## config.mk

```make
export PLATFORM = sky130hd
export DESIGN_NAME = tty_receive_fifo_with_dma_drain_core
export DESIGN_NICKNAME = d
export VERILOG_FILES = /design/src/rtl/core/ttyrx_pkg.sv /design/src/rtl/core/ttyrx_ram.sv /design/src/rtl/core/tty_receive_fifo_with_dma_drain_core.sv
export VERILOG_INCLUDE_DIRS = /design/src /design/src/rtl/core
export SDC_FILE = /design/constraint.sdc
export NUM_CORES = 2
export LEC_CHECK = 0
export BUFFER_PORTS_ARGS = -buffer_cell sky130_fd_sc_hd__buf_2
export CELL_PAD_IN_SITES_DETAIL_PLACEMENT = 0
export CELL_PAD_IN_SITES_GLOBAL_PLACEMENT = 2
export CORE_MARGIN = 1
export CORE_UTILIZATION = 30
export CTS_BUF_LIST = sky130_fd_sc_hd__clkbuf_16
export DETAILED_ROUTE_END_ITERATION = 10
export PLACE_DENSITY = 0.56
export SYNTH_ARGS = -nofsm -noshare
export SYNTH_HDL_FRONTEND = slang
export SYNTH_SLANG_ARGS = --single-unit
```

## constraint.sdc

```tcl
create_clock -name clk_i -period 7.7 [get_ports clk_i]
set_input_delay 1.54 -clock clk_i [delete_from_list [all_inputs] [get_ports clk_i]]
set_output_delay 1.54 -clock clk_i [all_outputs]
set_load 0.02 [all_outputs]
```

## src/rtl/core/tty_receive_fifo_with_dma_drain_core_macros.svh

```systemverilog
// Assertion macros for the serial terminal receive core.
// Clocked on clk_i and disabled while rst_ni is low; no other dependencies.
`ifndef TTY_RECEIVE_FIFO_WITH_DMA_DRAIN_CORE_MACROS_SVH
`define TTY_RECEIVE_FIFO_WITH_DMA_DRAIN_CORE_MACROS_SVH

// Check a property at every clock edge out of reset.
`define TTYRX_ASSERT(lbl, prop, msg) \
  lbl: assert property (@(posedge clk_i) disable iff (!rst_ni) (prop)) else $error(msg);

// Check that a condition implies another one on the next edge.
`define TTYRX_ASSERT_NEXT(lbl, pre, post, msg) \
  lbl: assert property (@(posedge clk_i) disable iff (!rst_ni) (pre) |=> (post)) else $error(msg);

`endif

```

## src/rtl/core/ttyrx_pkg.sv

```systemverilog
// Shared types and constants for the serial terminal receive core.
// No dependencies; used by the top level.
package ttyrx_pkg;

  localparam int unsigned QUEUE_DEPTH = 128;
  localparam int unsigned QA_W        = $clog2(QUEUE_DEPTH);
  localparam int unsigned QF_W        = $clog2(QUEUE_DEPTH + 1);
  localparam int unsigned SUM_W       = QA_W + 1;
  localparam int unsigned MAX_BEATS   = 32;
  localparam int unsigned MAX_DRAIN   = 4 * MAX_BEATS;
  localparam int unsigned RM_W        = $clog2(MAX_DRAIN + 1);

  localparam logic [QF_W-1:0]  QDEPTH_F = QF_W'(QUEUE_DEPTH);
  localparam logic [SUM_W-1:0] QDEPTH_S = SUM_W'(QUEUE_DEPTH);
  localparam logic [QA_W-1:0]  QLAST_A  = QA_W'(QUEUE_DEPTH - 1);

  localparam logic [31:0] DEVICE_VERSION = 32'd1;

  localparam logic [11:0] OFS_PUT      = 12'h000;
  localparam logic [11:0] OFS_READY    = 12'h004;
  localparam logic [11:0] OFS_CMD      = 12'h008;
  localparam logic [11:0] OFS_PTR      = 12'h010;
  localparam logic [11:0] OFS_LEN      = 12'h014;
  localparam logic [11:0] OFS_PTR_HIGH = 12'h018;
  localparam logic [11:0] OFS_VERSION  = 12'h020;

  localparam logic [31:0] CMD_IRQ_OFF = 32'd0;
  localparam logic [31:0] CMD_IRQ_ON  = 32'd1;
  localparam logic [31:0] CMD_TX_BUF  = 32'd2;
  localparam logic [31:0] CMD_RX_BUF  = 32'd3;

  localparam int unsigned CFG_AW        = 3;
  localparam logic        CFG_CONNECTED = 1'b0;
  localparam logic        CFG_SIGN_EXT  = 1'b1;

  typedef enum logic [1:0] {
    FUNC_READ  = 2'd0,
    FUNC_WRITE = 2'd1,
    FUNC_RX    = 2'd2,
    FUNC_NONE  = 2'd3
  } func_e;

  typedef enum logic [2:0] {
    KIND_ACK  = 3'd0,
    KIND_READ = 3'd1,
    KIND_TX   = 3'd2,
    KIND_BEAT = 3'd3,
    KIND_ERR  = 3'd4
  } kind_e;

  typedef enum logic [2:0] {
    ERR_NONE     = 3'd0,
    ERR_RD_OFS   = 3'd1,
    ERR_WR_OFS   = 3'd2,
    ERR_CMD      = 3'd3,
    ERR_OVERREAD = 3'd4,
    ERR_OVERFLOW = 3'd5
  } err_e;

  typedef enum logic [2:0] {
    ST_IDLE,
    ST_EXEC,
    ST_RD_REQ,
    ST_RD_CAP,
    ST_OUT
  } state_e;

endpackage

```

## src/rtl/core/ttyrx_ram.sv

```systemverilog
// Generic single-write, single-read RAM with registered read data.
// No dependencies; holds the receive queue bytes.
module ttyrx_ram #(
  parameter int unsigned Width = 8,
  parameter int unsigned Depth = 128
) (
  input  logic                     clk_i,
  input  logic                     we_i,
  input  logic [$clog2(Depth)-1:0] waddr_i,
  input  logic [Width-1:0]         wdata_i,
  input  logic [$clog2(Depth)-1:0] raddr_i,
  output logic [Width-1:0]         rdata_o
);

  logic [Width-1:0] mem_q [Depth];
  logic [Width-1:0] rdata_q;

  always_ff @(posedge clk_i) begin
    if (we_i) begin
      mem_q[waddr_i] <= wdata_i;
    end
    rdata_q <= mem_q[raddr_i];
  end

  assign rdata_o = rdata_q;

endmodule

```

## src/rtl/core/tty_receive_fifo_with_dma_drain_core.sv

```systemverilog
// Serial terminal core: register access, receive queue and drain to memory beats.
// Depends on ttyrx_pkg, ttyrx_ram and the assertion macro header.
//
//   channel | direction | handshake                | contents
//   --------+-----------+--------------------------+---------------------------------------
//   in      | to core   | in_valid_i / in_ready_o  | func, reg_offset, write_value, rx_byte
//   out     | from core | out_valid_o / out_ready_i| kind, read data, tx byte, beat, error
//   apb     | to core   | psel, penable, pwrite    | port_connected @0x0, sign extend @0x4
//
// A single-result item is accepted, executed and then presented as the result.
// A drain reads each byte with a request step and a capture step and hands out each beat;
// the one read port of the queue RAM and the single byte lane that packs beats set this pace.
// Reset is asynchronous active low and clears all control state; no clearing pass.
// A stalled result holds the block; no new word is taken until the item's last
// result has been accepted.
`include "tty_receive_fifo_with_dma_drain_core_macros.svh"

module tty_receive_fifo_with_dma_drain_core (
  input  logic                  clk_i,
  input  logic                  rst_ni,

  input  logic                  in_valid_i,
  output logic                  in_ready_o,
  input  logic [1:0]            func_i,
  input  logic [11:0]           reg_offset_i,
  input  logic [31:0]           write_value_i,
  input  logic [7:0]            rx_byte_i,

  output logic                  out_valid_o,
  input  logic                  out_ready_i,
  output ttyrx_pkg::kind_e      kind_o,
  output logic [31:0]           read_data_o,
  output logic [7:0]            tx_byte_o,
  output logic [63:0]           dma_address_o,
  output logic [31:0]           dma_data_o,
  output logic [2:0]            dma_byte_count_o,
  output ttyrx_pkg::err_e       error_code_o,
  output logic                  irq_o,
  output logic                  last_o,

  input  logic                  psel,
  input  logic                  penable,
  input  logic                  pwrite,
  input  logic [ttyrx_pkg::CFG_AW-1:0] paddr,
  input  logic [31:0]           pwdata,
  output logic [31:0]           prdata,
  output logic                  pready
);

  import ttyrx_pkg::*;

  state_e state_q, state_d;

  // latched item
  func_e       func_q, func_d;
  logic [11:0] ofs_q, ofs_d;
  logic [31:0] val_q, val_d;
  logic [7:0]  byte_q, byte_d;

  // configuration
  logic connected_q, sext_q;

  // device state
  logic            irq_en_q, irq_en_d;
  logic [QA_W-1:0] head_q, head_d;
  logic [QF_W-1:0] fill_q, fill_d;
  logic [63:0]     ptr_q, ptr_d;
  logic [31:0]     len_q, len_d;

  // drain sequencer
  logic [RM_W-1:0] rem_q, rem_d;
  logic [1:0]      bidx_q, bidx_d;
  logic [63:0]     addr_q, addr_d;
  logic [31:0]     word_q, word_d;

  // result register
  logic        out_valid_q, out_valid_d;
  kind_e       kind_q, kind_d;
  logic [31:0] rdata_q, rdata_d;
  logic [7:0]  tx_q, tx_d;
  logic [63:0] daddr_q, daddr_d;
  logic [31:0] ddata_q, ddata_d;
  logic [2:0]  dcnt_q, dcnt_d;
  err_e        err_q, err_d;
  logic        irq_q, irq_d;
  logic        last_q, last_d;

  // queue RAM
  logic             ram_we;
  logic [QA_W-1:0]  ram_waddr;
  logic [7:0]       ram_rdata;
  logic [SUM_W-1:0] tail_sum;
  logic [QA_W-1:0]  head_inc;
  logic [2:0]       beat_len;
  logic [31:0]      word_nxt;
  logic             new_en;
  logic [QF_W-1:0]  new_fill;

  ttyrx_ram #(
    .Width (8),
    .Depth (QUEUE_DEPTH)
  ) u_queue (
    .clk_i   (clk_i),
    .we_i    (ram_we),
    .waddr_i (ram_waddr),
    .wdata_i (byte_q),
    .raddr_i (head_q),
    .rdata_o (ram_rdata)
  );

  // configuration port
  assign pready = 1'b1;
  assign prdata = (paddr[2] == CFG_SIGN_EXT) ? {31'd0, sext_q} : {31'd0, connected_q};

  always_ff @(posedge clk_i or negedge rst_ni) begin
    if (!rst_ni) begin
      connected_q <= 1'b1;
      sext_q      <= 1'b0;
    end else if (psel && penable && pwrite && pready) begin
      if (paddr[2] == CFG_SIGN_EXT) begin
        sext_q <= pwdata[0];
      end else begin
        connected_q <= pwdata[0];
      end
    end
  end

  // queue position arithmetic
  assign tail_sum  = SUM_W'(head_q) + SUM_W'(fill_q);
  assign ram_waddr = (tail_sum >= QDEPTH_S) ? QA_W'(tail_sum - QDEPTH_S) : QA_W'(tail_sum);
  assign head_inc  = (head_q == QLAST_A) ? '0 : head_q + QA_W'(1);
  assign beat_len  = (rem_q >= RM_W'(4)) ? 3'd4 : rem_q[2:0];

  always_comb begin
    word_nxt = word_q;
    word_nxt[8*bidx_q +: 8] = ram_rdata;
  end

  always_comb begin
    state_d     = state_q;
    func_d      = func_q;
    ofs_d       = ofs_q;
    val_d       = val_q;
    byte_d      = byte_q;
    irq_en_d    = irq_en_q;
    head_d      = head_q;
    fill_d      = fill_q;
    ptr_d       = ptr_q;
    len_d       = len_q;
    rem_d       = rem_q;
    bidx_d      = bidx_q;
    addr_d      = addr_q;
    word_d      = word_q;
    out_valid_d = out_valid_q;
    kind_d      = kind_q;
    rdata_d     = rdata_q;
    tx_d        = tx_q;
    daddr_d     = daddr_q;
    ddata_d     = ddata_q;
    dcnt_d      = dcnt_q;
    err_d       = err_q;
    irq_d       = irq_q;
    last_d      = last_q;
    ram_we      = 1'b0;
    new_en      = irq_en_q;
    new_fill    = fill_q;

    case (state_q)
      ST_IDLE: begin
        if (in_valid_i) begin
          func_d  = func_e'(func_i);
          ofs_d   = reg_offset_i;
          val_d   = write_value_i;
          byte_d  = rx_byte_i;
          state_d = ST_EXEC;
        end
      end

      ST_EXEC: begin
        kind_d      = KIND_ACK;
        rdata_d     = '0;
        tx_d        = '0;
        daddr_d     = '0;
        ddata_d     = '0;
        dcnt_d      = '0;
        err_d       = ERR_NONE;
        last_d      = 1'b1;
        out_valid_d = 1'b1;
        state_d     = ST_OUT;
        case (func_q)
          FUNC_READ: begin
            if (ofs_q == OFS_READY) begin
              kind_d  = KIND_READ;
              rdata_d = 32'(fill_q);
            end else if (ofs_q == OFS_VERSION) begin
              kind_d  = KIND_READ;
              rdata_d = DEVICE_VERSION;
            end else begin
              kind_d = KIND_ERR;
              err_d  = ERR_RD_OFS;
            end
          end
          FUNC_WRITE: begin
            case (ofs_q)
              OFS_PUT: begin
                if (connected_q) begin
                  kind_d = KIND_TX;
                  tx_d   = val_q[7:0];
                end
              end
              OFS_CMD: begin
                case (val_q)
                  CMD_IRQ_OFF: new_en = 1'b0;
                  CMD_IRQ_ON:  new_en = 1'b1;
                  CMD_TX_BUF:  new_en = irq_en_q;
                  CMD_RX_BUF: begin
                    if (len_q > 32'(fill_q) || len_q > 32'(MAX_DRAIN)) begin
                      kind_d = KIND_ERR;
                      err_d  = ERR_OVERREAD;
                    end else if (len_q != 32'd0) begin
                      // start the drain; fill drops by the whole length up front
                      out_valid_d = 1'b0;
                      state_d     = ST_RD_REQ;
                      rem_d       = RM_W'(len_q);
                      new_fill    = fill_q - QF_W'(len_q);
                      addr_d      = ptr_q;
                      bidx_d      = '0;
                      word_d      = '0;
                    end
                  end
                  default: begin
                    kind_d = KIND_ERR;
                    err_d  = ERR_CMD;
                  end
                endcase
              end
              OFS_PTR: begin
                if (sext_q) begin
                  ptr_d = {{32{val_q[31]}}, val_q};
                end else begin
                  ptr_d = {ptr_q[63:32], val_q};
                end
              end
              OFS_PTR_HIGH: ptr_d = {val_q, ptr_q[31:0]};
              OFS_LEN:      len_d = val_q;
              default: begin
                kind_d = KIND_ERR;
                err_d  = ERR_WR_OFS;
              end
            endcase
          end
          FUNC_RX: begin
            if (connected_q) begin
              if (fill_q >= QDEPTH_F) begin
                kind_d = KIND_ERR;
                err_d  = ERR_OVERFLOW;
              end else begin
                ram_we   = 1'b1;
                new_fill = fill_q + QF_W'(1);
              end
            end
          end
          default: begin
            kind_d = KIND_ACK;
          end
        endcase
        irq_en_d = new_en;
        fill_d   = new_fill;
        irq_d    = new_en && (new_fill != '0);
      end

      ST_RD_REQ: begin
        // RAM address is head_q; data arrives next cycle
        state_d = ST_RD_CAP;
      end

      ST_RD_CAP: begin
        head_d = head_inc;
        if ({1'b0, bidx_q} == beat_len - 3'd1) begin
          kind_d      = KIND_BEAT;
          rdata_d     = '0;
          tx_d        = '0;
          daddr_d     = addr_q;
          ddata_d     = word_nxt;
          dcnt_d      = beat_len;
          err_d       = ERR_NONE;
          last_d      = (rem_q == RM_W'(beat_len));
          out_valid_d = 1'b1;
          rem_d       = rem_q - RM_W'(beat_len);
          addr_d      = addr_q + 64'd4;
          bidx_d      = '0;
          word_d      = '0;
          state_d     = ST_OUT;
        end else begin
          word_d  = word_nxt;
          bidx_d  = bidx_q + 2'd1;
          state_d = ST_RD_REQ;
        end
      end

      ST_OUT: begin
        if (out_ready_i) begin
          out_valid_d = 1'b0;
          state_d     = last_q ? ST_IDLE : ST_RD_REQ;
        end
      end

      default: begin
        state_d = ST_IDLE;
      end
    endcase
  end

  always_ff @(posedge clk_i or negedge rst_ni) begin
    if (!rst_ni) begin
      state_q     <= ST_IDLE;
      irq_en_q    <= 1'b0;
      head_q      <= '0;
      fill_q      <= '0;
      ptr_q       <= '0;
      len_q       <= '0;
      rem_q       <= '0;
      bidx_q      <= '0;
      out_valid_q <= 1'b0;
    end else begin
      state_q     <= state_d;
      irq_en_q    <= irq_en_d;
      head_q      <= head_d;
      fill_q      <= fill_d;
      ptr_q       <= ptr_d;
      len_q       <= len_d;
      rem_q       <= rem_d;
      bidx_q      <= bidx_d;
      out_valid_q <= out_valid_d;
    end
  end

  always_ff @(posedge clk_i) begin
    func_q  <= func_d;
    ofs_q   <= ofs_d;
    val_q   <= val_d;
    byte_q  <= byte_d;
    addr_q  <= addr_d;
    word_q  <= word_d;
    kind_q  <= kind_d;
    rdata_q <= rdata_d;
    tx_q    <= tx_d;
    daddr_q <= daddr_d;
    ddata_q <= ddata_d;
    dcnt_q  <= dcnt_d;
    err_q   <= err_d;
    irq_q   <= irq_d;
    last_q  <= last_d;
  end

  assign in_ready_o       = (state_q == ST_IDLE);
  assign out_valid_o      = out_valid_q;
  assign kind_o           = kind_q;
  assign read_data_o      = rdata_q;
  assign tx_byte_o        = tx_q;
  assign dma_address_o    = daddr_q;
  assign dma_data_o       = ddata_q;
  assign dma_byte_count_o = dcnt_q;
  assign error_code_o     = err_q;
  assign irq_o            = irq_q;
  assign last_o           = last_q;

  `TTYRX_ASSERT(a_ready_no_pending, in_ready_o |-> !out_valid_o, "word taken while result pending")
  `TTYRX_ASSERT(a_fill_bound, fill_q <= QDEPTH_F, "queue fill beyond depth")
  `TTYRX_ASSERT(a_beat_count, (out_valid_o && kind_o == KIND_BEAT) |-> (dma_byte_count_o != 3'd0 && dma_byte_count_o <= 3'd4), "bad beat byte count")
  `TTYRX_ASSERT(a_nonbeat_count, (out_valid_o && kind_o != KIND_BEAT) |-> (dma_byte_count_o == 3'd0), "byte count on non-beat result")
  `TTYRX_ASSERT_NEXT(a_more_after_mid, out_valid_o && out_ready_i && !last_o, !in_ready_o, "item ended before last result")

endmodule

```

# Yosys cells after proc, flatten, opt, wreduce, memory -nomap -nowiden
# Memories as Yosys holds them, arrays and structs flattened. A register that Yosys moved wholly into a read port is not among the register bits.
# Index checks and enable logic that the tools add are counted.
# totals
memories	1
inputBits	96
regBits	425
ram_bits	1024
# mem_list
memory	words	width	rd	rd_ports_with_merged_regs	wr	line	text
u_queue.mem_q	128	8	1	1	1	ttyrx_ram.sv:15	logic [Width-1:0] mem_q [Depth];
# op_classes
n_reduce_logical	27
n_shift	2
magnitude_cmp	5
n_addsub	10
muxes	109
n_bitwise	2
n_eq_ne	27
# op_table
cell	n
two-way mux 64 bit	8
one-hot mux 64 bit (2 select lines)	3
two-way mux 32 bit	8
one-hot mux 32 bit (2 select lines)	3
two-way mux 8 bit	19
adder 64 x 3 -> 64 bit, second input constant	1
== test 32 x 2 -> 1 bit, second input constant	2
two-way mux 3 bit	19
one-hot mux 8 bit (2 select lines)	3
== test 12 x 5 -> 1 bit, second input constant	3
one-hot mux 3 bit (2 select lines)	6
negator 5 -> 34 bit	1
variable shift 8 x 34 -> 32 bit, first input constant	1
indexed part select 8 x 34 -> 32 bit	1
bitwise mux 32 bit	1
== test 32 x 1 -> 1 bit, second input constant	1
greater-than comparator 32 x 8 -> 1 bit	1
greater-than comparator 32 x 8 -> 1 bit, second input constant	1
zero test 32 bit	1
nonzero test 32 bit	1
one-hot mux 3 bit (3 select lines)	3
two-way mux 1 bit	21
>= comparator 8 bit, second input constant	2
two-way mux 2 bit	8
other kinds (43)	64

# Logic depth before layout (Yosys ltp)
# logic_depth
word_depth	9
ltp_mapped	14
depth_no_buf	11

# Modules after synthesis
# A second synthesis with hierarchy kept.
# hier_totals
cells_unflattened	3252
hier_area_um2	58362.2
# by_module_without_submodules
mod	cells_each	n_inst	seq_area_each_um2	area_each_um2
ttyrx_ram	1635	1	30909.6	39668.0
tty_receive_fifo_with_dma_drain_core	1617	1	11402.2	18694.2

# Worst setup path after synthesis
# Ideal clock, no wire load.
# synth_timing
kind	register to register
startpoint	register rem_q[6]
endpoint	register daddr_q[0], in the netlist dma_address_o[0], enable pin
path_buffers	1
path_slack_ps	-35
synth_period_minus_slack_ps	7735
arrival_time_ps	7131
path_stages_with_launch	10
setup_time_ps	604
required_ps	7096
cell_sequence	dfrtp_1 > nor4_1 > and2_1 > buf_2 > nand2_1 > ha_1 > xnor2_1 > nor2_2 > nor2_1 > nor2_1
# synth_between
elab_chain_cells	6
# synth_lines
element	line	text
start: declaration	tty_receive_fifo_with_dma_drain_core.sv:71	logic [RM_W-1:0] rem_q, rem_d;
start signal: assignment	tty_receive_fifo_with_dma_drain_core.sv:332	rem_q <= rem_d;
>= comparator 8 x 3 -> 1 bit	tty_receive_fifo_with_dma_drain_core.sv:132	assign beat_len = (rem_q >= RM_W'(4)) ? 3'd4 : rem_q[2:0];
two-way mux 3 bit	tty_receive_fifo_with_dma_drain_core.sv:132	
subtractor 3 x 1 -> 3 bit	tty_receive_fifo_with_dma_drain_core.sv:279	if ({1'b0, bidx_q} == beat_len - 3'd1) begin
== test 2 x 3 -> 1 bit	tty_receive_fifo_with_dma_drain_core.sv:279	
inequality test 2 bit (no line)	--	
AND reduction 2 bit (no line)	--	
end signal: assignment	tty_receive_fifo_with_dma_drain_core.sv:348	daddr_q <= daddr_d;
end: declaration	tty_receive_fifo_with_dma_drain_core.sv:81	logic [63:0] daddr_q, daddr_d;
# Every way passes these cells.
# A chain may end at the register's enable or synchronous reset.

# Worst setup path after layout
# layout_timing
startpoint	register state_q[1]
endpoint	memory u_queue.mem_q[27][1], enable pin
# layout_between
elab_chain_cells	4
# layout_lines
element	line	text
start: declaration	tty_receive_fifo_with_dma_drain_core.sv:52	state_e state_q, state_d;
start signal: assignment	tty_receive_fifo_with_dma_drain_core.sv:326	state_q <= state_d;
== test 3 x 1 -> 1 bit	tty_receive_fifo_with_dma_drain_core.sv:168	case (state_q)
two-way mux 1 bit	tty_receive_fifo_with_dma_drain_core.sv:168	
two-way mux 1 bit	ttyrx_ram.sv:19	if (we_i) begin
two-way mux 1 bit (implied by the code)	ttyrx_ram.sv:20	mem_q[waddr_i] <= wdata_i;
end: declaration	ttyrx_ram.sv:15	
# Every way passes these cells.

==> key figures <==
Job
  – MaxCap Viol Count: 0

STA
  – Hold slack: 0.475 ns
  – Post-Route Setup TNS: 0 ns
  – Worst-case clock skew: 0.0495 ns
  – Slew at the pin with the worst max-slew slack: 1.17 ns
  – Setup repair after global routing missed its margin: false
  – Top achievable clock speed: 0.213 GHz
  – Count of endpoints failing hold in the final timing report: 0
  – Final Cycle Share: 0.608
  – Crit path time final: 4.68 ns
  – Final Setup Violations: 0
  – Remaining max-slew budget at the tightest pin: 0.216
  – Final count of pins violating max slew: 0

Setup path
  – Class of the most critical setup path: register to register
  – Worst setup startpoint: state_q[1]$_DFFE_PN0P_
  – Critical R2R Launch: state_q[1]$_DFFE_PN0P_
  – Cell-by-cell listing of the critical path: buf_4 -> inv_1 -> nand2_1 -> inv_1 -> nand3_1 -> nor2_1 -> nand3_1 -> buf_4 -> nor2_1
  – Standard cell with the maximum stage delay on the critical path: sky130_fd_sc_hd__nand3_1
  – Number of cell instances on the worst register-to-register path: 9
  – Arrival time reported for the critical path endpoint: 5.11 ns
  – Stage delay of the slowest cell on the critical path: 0.76 ns
  – Worst Path Max Fanout: 71
  – Worst setup endpoint: u_queue.mem_q[27][1]$_DFFE_PP_
  – Reg2Reg Capture Point: u_queue.mem_q[27][1]$_DFFE_PP_
  – Data required time at the worst endpoint: 8.12 ns
  – Setup crit start kind: register
  – Crit path capture type: register
  – Setup slack on the worst flop-to-flop path: 3.02 ns

Power
  – Internal portion of total power: 0.0146 W
  – Leak: 22.0 nW
  – Sum of internal, switching and leakage power: 0.0203 W
  – Clock network fraction of total power: 0.365
  – Worst-case vdd ir drop: 262 uV
  – Part of the power in combinational logic: 0.177
  – Power per unit of standard cell area: 302 nW/um^2
  – Total net switching power: 0.00569 W
  – Switching share of power: 0.280
  – Sequential share of power: 0.458

Clocking
  – Clock-pin slew on the worst setup and hold paths: 0.06 ns
  – Clock tree from TritonCTS: yes
  – Number of levels in the clock H-tree: 4
  – Clock latency on the worst-skew pair: 0.81 ns
  – Hold-fix buffers, CTS: 0
  – Clk Tree Root Cell: sky130_fd_sc_hd__clkbuf_16
  – Buffers from clock root to sink, at most: 3
  – CTS buffer count: 160
  – Total of cells resized after clock tree synthesis: 0
  – Clock tree sinks: 1433
  – Buffers inserted by post-CTS timing repair: 0

Synthesis
  – Top cell types by occurrence after synthesis: sky130_fd_sc_hd__edfxtp_1, sky130_fd_sc_hd__mux4_2, sky130_fd_sc_hd__nor2_1, sky130_fd_sc_hd__nand2_1, sky130_fd_sc_hd__dfrtp_1
  – Number of distinct library cells after synthesis: 69
  – Post-synth top area share: 0.668
  – Primary flip-flop cell chosen by synthesis mapping: sky130_fd_sc_hd__edfxtp_1
  – Warning count from the yosys run: 0
  – FFs w/ async S/R, synth: 0.0893
  – Count leader, synth: sky130_fd_sc_hd__edfxtp_1
  – Synth area leader: sky130_fd_sc_hd__edfxtp_1
  – Portion of the post-synthesis area used by sequential elements: 0.725
  – Number of instances in the synthesized netlist: 3265
  – Mean cell area of the mapped netlist: 17.9 sq um
  – Flip-flop and latch count after synthesis: 1433
  – Number of enable-type register cells in the synthesized netlist: 1297
  – Total standard cell area after synthesis: 58300 sq um
  – Area contributors post-synth: sky130_fd_sc_hd__edfxtp_1, sky130_fd_sc_hd__mux4_2, sky130_fd_sc_hd__dfrtp_1

Floorplanning
  – Initial Utilization: 0.303
  – Horizontal die dimension: 443 um
  – Floorplan die area: 196000 sq um
  – Top-Level Pins: 278
  – Chip Height: 443 um
  – Core area: 193000 sq um
  – Cell Rows: 161

GRT
  – Pin count of the biggest net entering global routing: 94
  – Initial antenna violation count: 20
  – GRT Total Usage: 0.158
  – Wire length of the first global-routing pass: 225000 um
  – Total grt overflow: 0
  – Vias in the first global route: 30600

Drt
  – Via count: 29800
  – First DRT Iteration DRCs: 2273
  – Antenna Nets Post-Route: 0
  – Detailed-route DRC error count: 0
  – Drt pass-1 iters: 5
  – Vias/cell: 4.83
  – WL/cell: 25.2 um
  – Total detailed-routing wirelength: 155000 um

Final layout
  – Net count, final: 3636
  – Layout cells sized above 1: 0.243
  – Cell area after layout: 67200 sq um
  – Syn-to-layout area delta: 15.2%
  – Filler cell count in the final layout: 18200

Placed design
  – Global placement routability congestion: 0.742
  – HPWL Detailed: 96700 um
  – Area after DPL: 62100 sq um
  – Buffers added on ports: 188

Worst hold path
  – Type of the most critical hold path: register to register

Status
  – Status: finished, final reports clean
-- worst max-delay path: cells and delay by family, from the launching register on --
kind          cells  cell delay (ns)
simple gates      5             2.30
buf+inv           4             1.59
flops             1             0.38
-- cell usage in the layout (no fill, tap or decap), drive strengths merged, types with 36 or more instances in the layout --
| cell | n |
|---|---|
| mux4 | 336 |
| xnor2 | 40 |
| mux2 | 60 |
| edfxtp | 1297 |
| dfrtp | 127 |
| xor2 | 46 |
| and3 | 79 |
| a21oi | 62 |
| inv | 93 |
| nor2b | 36 |
| clkbuf | 162 |
| nor2 | 237 |
| ha | 36 |
| nor3 | 61 |
| nand2 | 218 |
| clkinv | 55 |
| o21ai | 120 |
| nand3 | 58 |
| conb | 57 |
| buf | 250 |
-- per-stage QoR --
step	cells	setup WS [ns]	utilization
floorplan	3320	2.02	-
CTS	6158	2.97	0.348
detailed placement	5866	2.96	0.322
global route	6160	2.67	0.349
finish	6162	3.02	0.349
global placement	5866	3.04	0.322
-- sequential cells by signal, indices dropped and copies added (netlist names), 7 cells and up --
signal           cells
addr_q              64
byte_q               8
dma_address_o       64
dma_data_o          32
fill_q               8
head_q               7
len_q               32
ofs_q               12
ptr_q               64
read_data_o          8
rem_q                8
tx_byte_o            8
u_queue.mem_q     1024
u_queue.rdata_o      8
val_q               32
word_q              32
-- routing by layer --
metal	track usage	wire, um
met4	0.0493	4040
met1	0.219	70700
met3	0.0309	7130
met2	0.248	73200
met5	0	0
-- power groups by stage --
stage	Combinational, W	Clock, W	Sequential, W
4_1_cts	0.00371	0.00763	0.00932
5_1_grt	0.00388	0.00789	0.00933
2_1_floorplan	0.00219	0	0.00959
3_3_place_gp	0.00370	0	0.00947
3_5_place_dp	0.00371	0	0.00948
6_report	0.00360	0.00742	0.00930
-- cells by family (layout without fill, tap and decap cells) --
logic type,after synthesis,after routing,synth area share
XOR/XNOR,86,86,0.0129
adder cells (fa/ha/maj),38,38,0.00841
buffers and inverters,269,581,0.0218
other,2,61,0.000129
flip-flops,1433,1433,0.725
AO/OA/AOI/OAI,262,262,0.0269
AND/OR/NAND/NOR,775,775,0.0624
multiplexers,400,400,0.142
-- how the worst min path moves through the flow --
stage / start / endpoint / slack (ns) / cells after the start
final: ptr_q[47]$_DFFE_PN0P_ / ptr_q[47]$_DFFE_PN0P_ / 0.47 / 2
after global routing: ptr_q[47]$_DFFE_PN0P_ / ptr_q[47]$_DFFE_PN0P_ / 0.50 / 2
after CTS: ptr_q[47]$_DFFE_PN0P_ / ptr_q[47]$_DFFE_PN0P_ / 0.48 / 2
after detailed placement: ptr_q[47]$_DFFE_PN0P_ / ptr_q[47]$_DFFE_PN0P_ / 0.47 / 2
after global placement: ptr_q[35]$_DFFE_PN0P_ / ptr_q[35]$_DFFE_PN0P_ / 0.46 / 2
after floorplan: ptr_q[32]$_DFFE_PN0P_ / ptr_q[32]$_DFFE_PN0P_ / 0.45 / 2
-- layout make-up --
class                           instances  area, sq um  share of cell area
Clock inverter                        130         1030              0.0153
Inverter                               39          146             0.00218
Tap cell                             2526         3160              0.0470
Clock buffer                          162         4050              0.0603
Timing Repair Buffer                  250         1440              0.0214
Multi-Input combinational cell       1618        15000               0.224
Sequential cell                      1433        42300               0.630
Antenna cell                            4         10.0            0.000149
Note: power is estimated with default switching activity, not from simulation.
